[src/kcr_pkg.sv]
`timescale 1ns / 1ps
`default_nettype none
// ----------------------------------------------------------------------------
// kcr_pkg: shared types and constants of the key2 candidate reduction block
// Holds the list memory geometry, register codes and the inverse CRC table.
// ----------------------------------------------------------------------------
package kcr_pkg;

    // Every key3 value owns a list of exactly this many 14-bit low values.
    localparam int LIST_LEN   = 64;
    localparam int LIST_IDX_W = 6;
    localparam int KEY_W      = 8;
    // List entries hold v >> 2, since bits 1..0 of every value are zero.
    localparam int VAL_W      = 14;
    localparam int ADDR_W     = KEY_W + LIST_IDX_W;
    localparam int DEPTH      = 1 << ADDR_W;

    localparam int CFG_IDX_W  = 2;
    localparam int CFG_DATA_W = 16;

    localparam logic [CFG_IDX_W-1:0] CFG_KEY3_CUR    = 2'd0;
    localparam logic [CFG_IDX_W-1:0] CFG_KEY3_PREV   = 2'd1;
    localparam logic [CFG_IDX_W-1:0] CFG_COMMON_MASK = 2'd2;

    localparam logic [15:0] MASK_RESET = 16'hfc00;
    localparam logic [31:0] HI_MASK    = 32'hfffffc00;
    localparam logic [31:0] CRC_POLY   = 32'hedb88320;

    typedef struct packed {
        logic [KEY_W-1:0] key3_cur;
        logic [KEY_W-1:0] key3_prev;
        logic [15:0]      common_mask;
    } cfg_t;

    typedef struct packed {
        logic              we;
        logic [ADDR_W-1:0] addr;
        logic [VAL_W-1:0]  data;
    } list_wr_t;

    typedef logic [31:0] crc_table_t [256];

    // Inverse CRC-32 table: the forward word of byte b is filed under its
    // top byte, holding (crc << 8) ^ b. Evaluated at elaboration only.
    function automatic crc_table_t build_crc_inv();
        crc_table_t  tab;
        logic [31:0] t;
        for (int b = 0; b < 256; b++) begin
            t = 32'(b);
            for (int k = 0; k < 8; k++) begin
                t = t[0] ? ((t >> 1) ^ CRC_POLY) : (t >> 1);
            end
            tab[t[31:24]] = (t << 8) ^ 32'(b);
        end
        return tab;
    endfunction

    localparam crc_table_t CRC_INV = build_crc_inv();

endpackage
`default_nettype wire

[src/kcr_fill.sv]
`timescale 1ns / 1ps
`default_nettype none
// ----------------------------------------------------------------------------
// kcr_fill: builds the low-bits lists after reset
// Sweeps every value v = 4k, sorts it into the list of its key3 byte with a
// per-list fill count kept in a small memory.
// ----------------------------------------------------------------------------
module kcr_fill (
    input  wire                aclk,
    input  wire                aresetn,
    output kcr_pkg::list_wr_t  wr,
    output logic               done
);

    localparam int KW = kcr_pkg::KEY_W;
    localparam int IW = kcr_pkg::LIST_IDX_W;
    localparam int VW = kcr_pkg::VAL_W;

    logic          issue_reg;
    logic [VW-1:0] vc_reg;
    logic          vld_s1_reg;
    logic          vld_s2_reg;
    logic          wr_vld_reg;
    logic          done_reg;
    logic [(1 << KW)-1:0] cnt_vld_reg;

    logic [KW-1:0] key_s1_reg;
    logic [VW-1:0] vc_s1_reg;
    logic [KW-1:0] key_s2_reg;
    logic [VW-1:0] vc_s2_reg;
    logic          cvld_s2_reg;
    logic [IW-1:0] cnt_rd_reg;
    logic [KW-1:0] wr_key_reg;
    logic [IW-1:0] wr_cnt_reg;

    logic [IW-1:0] cnt_mem [1 << KW];

    logic [15:0]   op_a;
    logic [15:0]   op_b;
    logic [31:0]   prod;
    logic [IW-1:0] cnt_eff;
    logic [IW-1:0] cnt_inc;

    assign op_a = {vc_reg, 2'b10};
    assign op_b = {vc_reg, 2'b11};
    assign prod = op_a * op_b;

    // The entry written on the previous edge was not yet visible to the read.
    always_comb begin
        if (wr_vld_reg && (wr_key_reg == key_s2_reg)) begin
            cnt_eff = wr_cnt_reg;
        end else if (cvld_s2_reg) begin
            cnt_eff = cnt_rd_reg;
        end else begin
            cnt_eff = '0;
        end
    end

    assign cnt_inc = cnt_eff + IW'(1);

    always_ff @(posedge aclk) begin
        if (!aresetn) begin
            issue_reg   <= 1'b1;
            vc_reg      <= '0;
            vld_s1_reg  <= 1'b0;
            vld_s2_reg  <= 1'b0;
            wr_vld_reg  <= 1'b0;
            done_reg    <= 1'b0;
            cnt_vld_reg <= '0;
        end else begin
            vld_s1_reg <= issue_reg;
            vld_s2_reg <= vld_s1_reg;
            wr_vld_reg <= vld_s2_reg;
            if (issue_reg) begin
                vc_reg <= vc_reg + VW'(1);
                if (vc_reg == '1) begin
                    issue_reg <= 1'b0;
                end
            end
            if (vld_s2_reg) begin
                cnt_vld_reg[key_s2_reg] <= 1'b1;
                if (vc_s2_reg == '1) begin
                    done_reg <= 1'b1;
                end
            end
        end
    end

    always_ff @(posedge aclk) begin
        key_s1_reg  <= prod[15:8];
        vc_s1_reg   <= vc_reg;
        key_s2_reg  <= key_s1_reg;
        vc_s2_reg   <= vc_s1_reg;
        cvld_s2_reg <= cnt_vld_reg[key_s1_reg];
        wr_key_reg  <= key_s2_reg;
        wr_cnt_reg  <= cnt_inc;
    end

    always_ff @(posedge aclk) begin
        if (vld_s2_reg) begin
            cnt_mem[key_s2_reg] <= cnt_inc;
        end
        cnt_rd_reg <= cnt_mem[key_s1_reg];
    end

    assign wr.we   = vld_s2_reg;
    assign wr.addr = {key_s2_reg, cnt_eff};
    assign wr.data = vc_s2_reg;
    assign done    = done_reg;

endmodule
`default_nettype wire

[config.mk]
export PLATFORM = sky130hd
export DESIGN_NAME = kcr_fill
export DESIGN_NICKNAME = d
export VERILOG_FILES = /design/src/kcr_pkg.sv /design/src/kcr_fill.sv
export SDC_FILE = /design/constraint.sdc
export NUM_CORES = 2
export LEC_CHECK = 0
export ABC_AREA = 1
export CORE_MARGIN = 1
export CORE_UTILIZATION = 55
export DETAILED_ROUTE_END_ITERATION = 16
export DONT_BUFFER_PORTS = 1
export GPL_ROUTABILITY_DRIVEN = 0
export HOLD_SLACK_MARGIN = 0.12
export PLACE_DENSITY_LB_ADDON = 0.15
export SLEW_MARGIN = 10
export SYNTH_ARGS = -nofsm -noshare
export SYNTH_HDL_FRONTEND = slang
export SYNTH_SLANG_ARGS = --single-unit
[constraint.sdc]
create_clock -name aclk -period 11.35 [get_ports aclk]
set_input_delay 1.135 -clock aclk [delete_from_list [all_inputs] [get_ports aclk]]
set_output_delay 1.135 -clock aclk [all_outputs]
set_load 0.03 [all_outputs]
==> impl_metrics.tcl <==
set metrics [dict create \
    required_ps 12070 \
    routed_wl_mm 206 \
    drtIter0Drc 6258 \
    antenna_found_initial 2 \
    root_buffer "clkbuf_16" \
    yosysMostFrequentCell "nand2_1" \
    cpMostUsedCell "fa_1" \
    largest_reg_flops 1536 \
    drtPass1Iterations 5 \
    maxSlewViolCount 0 \
    cts_tree "yes" \
    synthTopCellsByCount "2,036 x nand2_1, 1,744 x nand3_1, 1,536 x edfxtp_1, 829 x nor2_1, 340 x dfxtp_1" \
    rsz0062_at_grt "no" \
    post_route_cells_drive_above_1_share_pct 5.11 \
    fp.dieArea_sq_um 143000 \
    synthesis.nets 7469 \
    worstSkewPairLatency_ps 840 \
    cts_sinks 1876 \
    hold_ws_ps 326 \
    synth_edf_count 1536 \
    outcome "completed" \
    yosys_most_used_dff "edfxtp_1" \
    vdd_drop_max_uv 150 \
    cp.arrival_ps 6290 \
    rows 137 \
    fin_cells 9199 \
    synth.yosys.seq_area_share_pct 67.9 \
    ioPinCount 32 \
    synthToLayoutAreaGrowth_pct 8.87 \
    synth.avg_cell_area_sq_um 10.6 \
    hpwl_mm 115 \
    yosys-top-cells-area "edfxtp_1 59%, nand3_1 11%, nand2_1 9.8%, dfxtp_1 8.7%, nor2_1 4.0%" \
    cts_buffers 187 \
    postCtsHoldBufs 0 \
    synth_top_area_cell "edfxtp_1" \
    cp-end-kind "flip-flop" \
    cellPowerDensity_nw_per_um2 169 \
    die_h_um 379 \
    holdCritPathClass "reg -> reg" \
    dpl-instance-area_sq_um 78700 \
    grt.overflow.total 0 \
    critPathKind "reg -> reg" \
    cap_violations 0 \
    grt_pass1_wl_mm 311 \
    slowest_delay_ps 770 \
    max_slew_margin_pct 21.6 \
    startpoint_type "flip-flop" \
    fin_skew_ps 36.2 \
    crit_chain "nand2_1 > fa_1 > fa_1 > fa_1 > inv_1 > fa_1 > inv_1 > fa_1 > fa_1 > inv_1 > ha_1 > nand2_1 > nor2_1 > inv_1 > or2_2 > nand3_1 > inv_1 > nand3_1 > nand2_1" \
    cts_setup_buffers 0 \
    slowest_stage "dfxtp_1" \
    portBuffers 0 \
    min_period_ps 5570 \
    cp_max_fo 19 \
    grt.total_usage_pct 28.9 \
    wl_per_cell_um 22.4 \
    ant_nets 0 \
    placed_cells 8844 \
    mappedNetlistArea_sq_um 78000 \
    syn_inst 7359 \
    nNetsFinal 7267 \
    hold_viol 0 \
    yosysTopAreaCellShare_pct 59.1 \
    fin_area_sq_um 84900 \
    finalSetupViolations 0 \
    path_clk_slew_ps 60 \
    drc_errors 0 \
    async_flop_share_pct 0 \
    worst_pin_slew_ps 1180 \
    dieWidth_um 379 \
    yosysUniqueCellTypes 40 \
    fin_setup_tns_ps 0 \
    ys_ff_latch 1876 \
    grt_max_degree 195 \
    yosysWarnings 0 \
    p_leak_nw 30.6 \
    cts-resized-gates 0 \
    first_global_vias 50000 \
    start_util_pct 55.7 \
    fmax_mhz 180 \
    cts_max_level 4 \
    min_period_over_period_pct 49.1 \
    coreArea_sq_um 140000 \
    vias 53400 \
    clock_path_buffers 3 \
    drt-vias-per-instance 5.80 \
]
## cells by family (layout without fill, tap and decap cells)
family          count (synthesis)  in the layout  share of synthesized area (%)
simple gates                 4634           4634                           25.2
compound gates                 46             46                          0.335
xor+xnor                       28             28                          0.314
flops                        1876           1876                           67.9
other cells                     0              1                              0
buf+inv                       667            630                           4.05
fa+ha+maj                     108            108                           2.27
## layout make-up
| cell class | instances | area, sq um |
|---|---|---|
| multi-input cells | 4816 | 22000 |
| fillers | 11300 | 55100 |
| flip-flops and latches | 1876 | 52900 |
| repair buffers | 72 | 616 |
| diodes | 1 | 2.50 |
| clock buffers | 281 | 5380 |
| well taps | 1876 | 2350 |
| inverters | 204 | 816 |
| clock inverters | 73 | 838 |
## layer usage
| layer | part of all wire [%] | vias to the layer above | track usage [%] | routed length (um) |
|---|---|---|---|---|
| met5 | 0 | - | 0 | 0 |
| met4 | 3.4 | 0 | 10.3 | 6910 |
| met3 | 8.4 | 375 | 4.68 | 17300 |
| met2 | 46 | 2287 | 44.6 | 95100 |
| met1 | 42 | 26000 | 41.6 | 86600 |
| li1 | - | 24700 | - | - |
## worst paths after layout
path | from | endpoint | slack, ps | cells after the start
worst max-delay path | vc_reg[0]$_SDFFE_PN0P_ | key_s1_reg[7]$_DFF_P_ | 5780 | 19
worst min-delay path | vc_s1_reg[6]$_DFF_P_ | vc_s2_reg[6]$_DFF_P_ | 330 | 0
worst max register to register | vc_reg[0]$_SDFFE_PN0P_ | key_s1_reg[7]$_DFF_P_ | 5780 | 19
worst min register to register | vc_s1_reg[6]$_DFF_P_ | vc_s2_reg[6]$_DFF_P_ | 330 | 0
## critical path, delay by kind of cell (launching register included)
family,cells,cell delay (ps)
adders and majority gates,7,3490
buffers and inverters,5,240
DFF,1,770
and+or+nand+nor,7,950
## stage by stage
step / util [%] / worst slack, ps / total power (W)
2_1_floorplan: - / 542 / 0.00816
3_3_place_gp: 56.2 / 5780 / 0.00833
3_5_place_dp: 56.2 / 5750 / 0.00834
4_1_cts: 60.6 / 5740 / 0.0144
5_1_grt: 60.6 / 5550 / 0.0148
6_report: 60.6 / 5780 / 0.0144
## placed cells by master (no fill, tap or decap), drive strengths merged
cell      Yosys  final
nand2b        1      1
bufinv        0     11
o21bai        1      1
diode         0      1
clkbuf      119    281
a21oi        17     17
nand3b        3      3
clkinvlp      0      1
clkinv        1     58
a21boi        2      2
dfxtp       340    340
nor3          5      5
o21ai        18     18
nor2        830    830
ha           52     52
nor3b         1      1
buf         344     72
edfxtp     1536   1536
nand3      1744   1744
nand2      2037   2037
a21o          1      1
a211oi        1      1
inv         203    207
o21a          5      5
or2           5      5
o31ai         1      1
nand4         7      7
fa           56     56
xnor2         9      9
nor4          1      1
xor2         19     19
## report_power, final
part | internal [W] | switching (W) | total (W)
logic | 0.000120 | 0.000519 | 0.000639
registers | 0.00754 | 0.0000182 | 0.00755
clock network | 0.00355 | 0.00265 | 0.00620
Power figures use the tool's default switching activity.
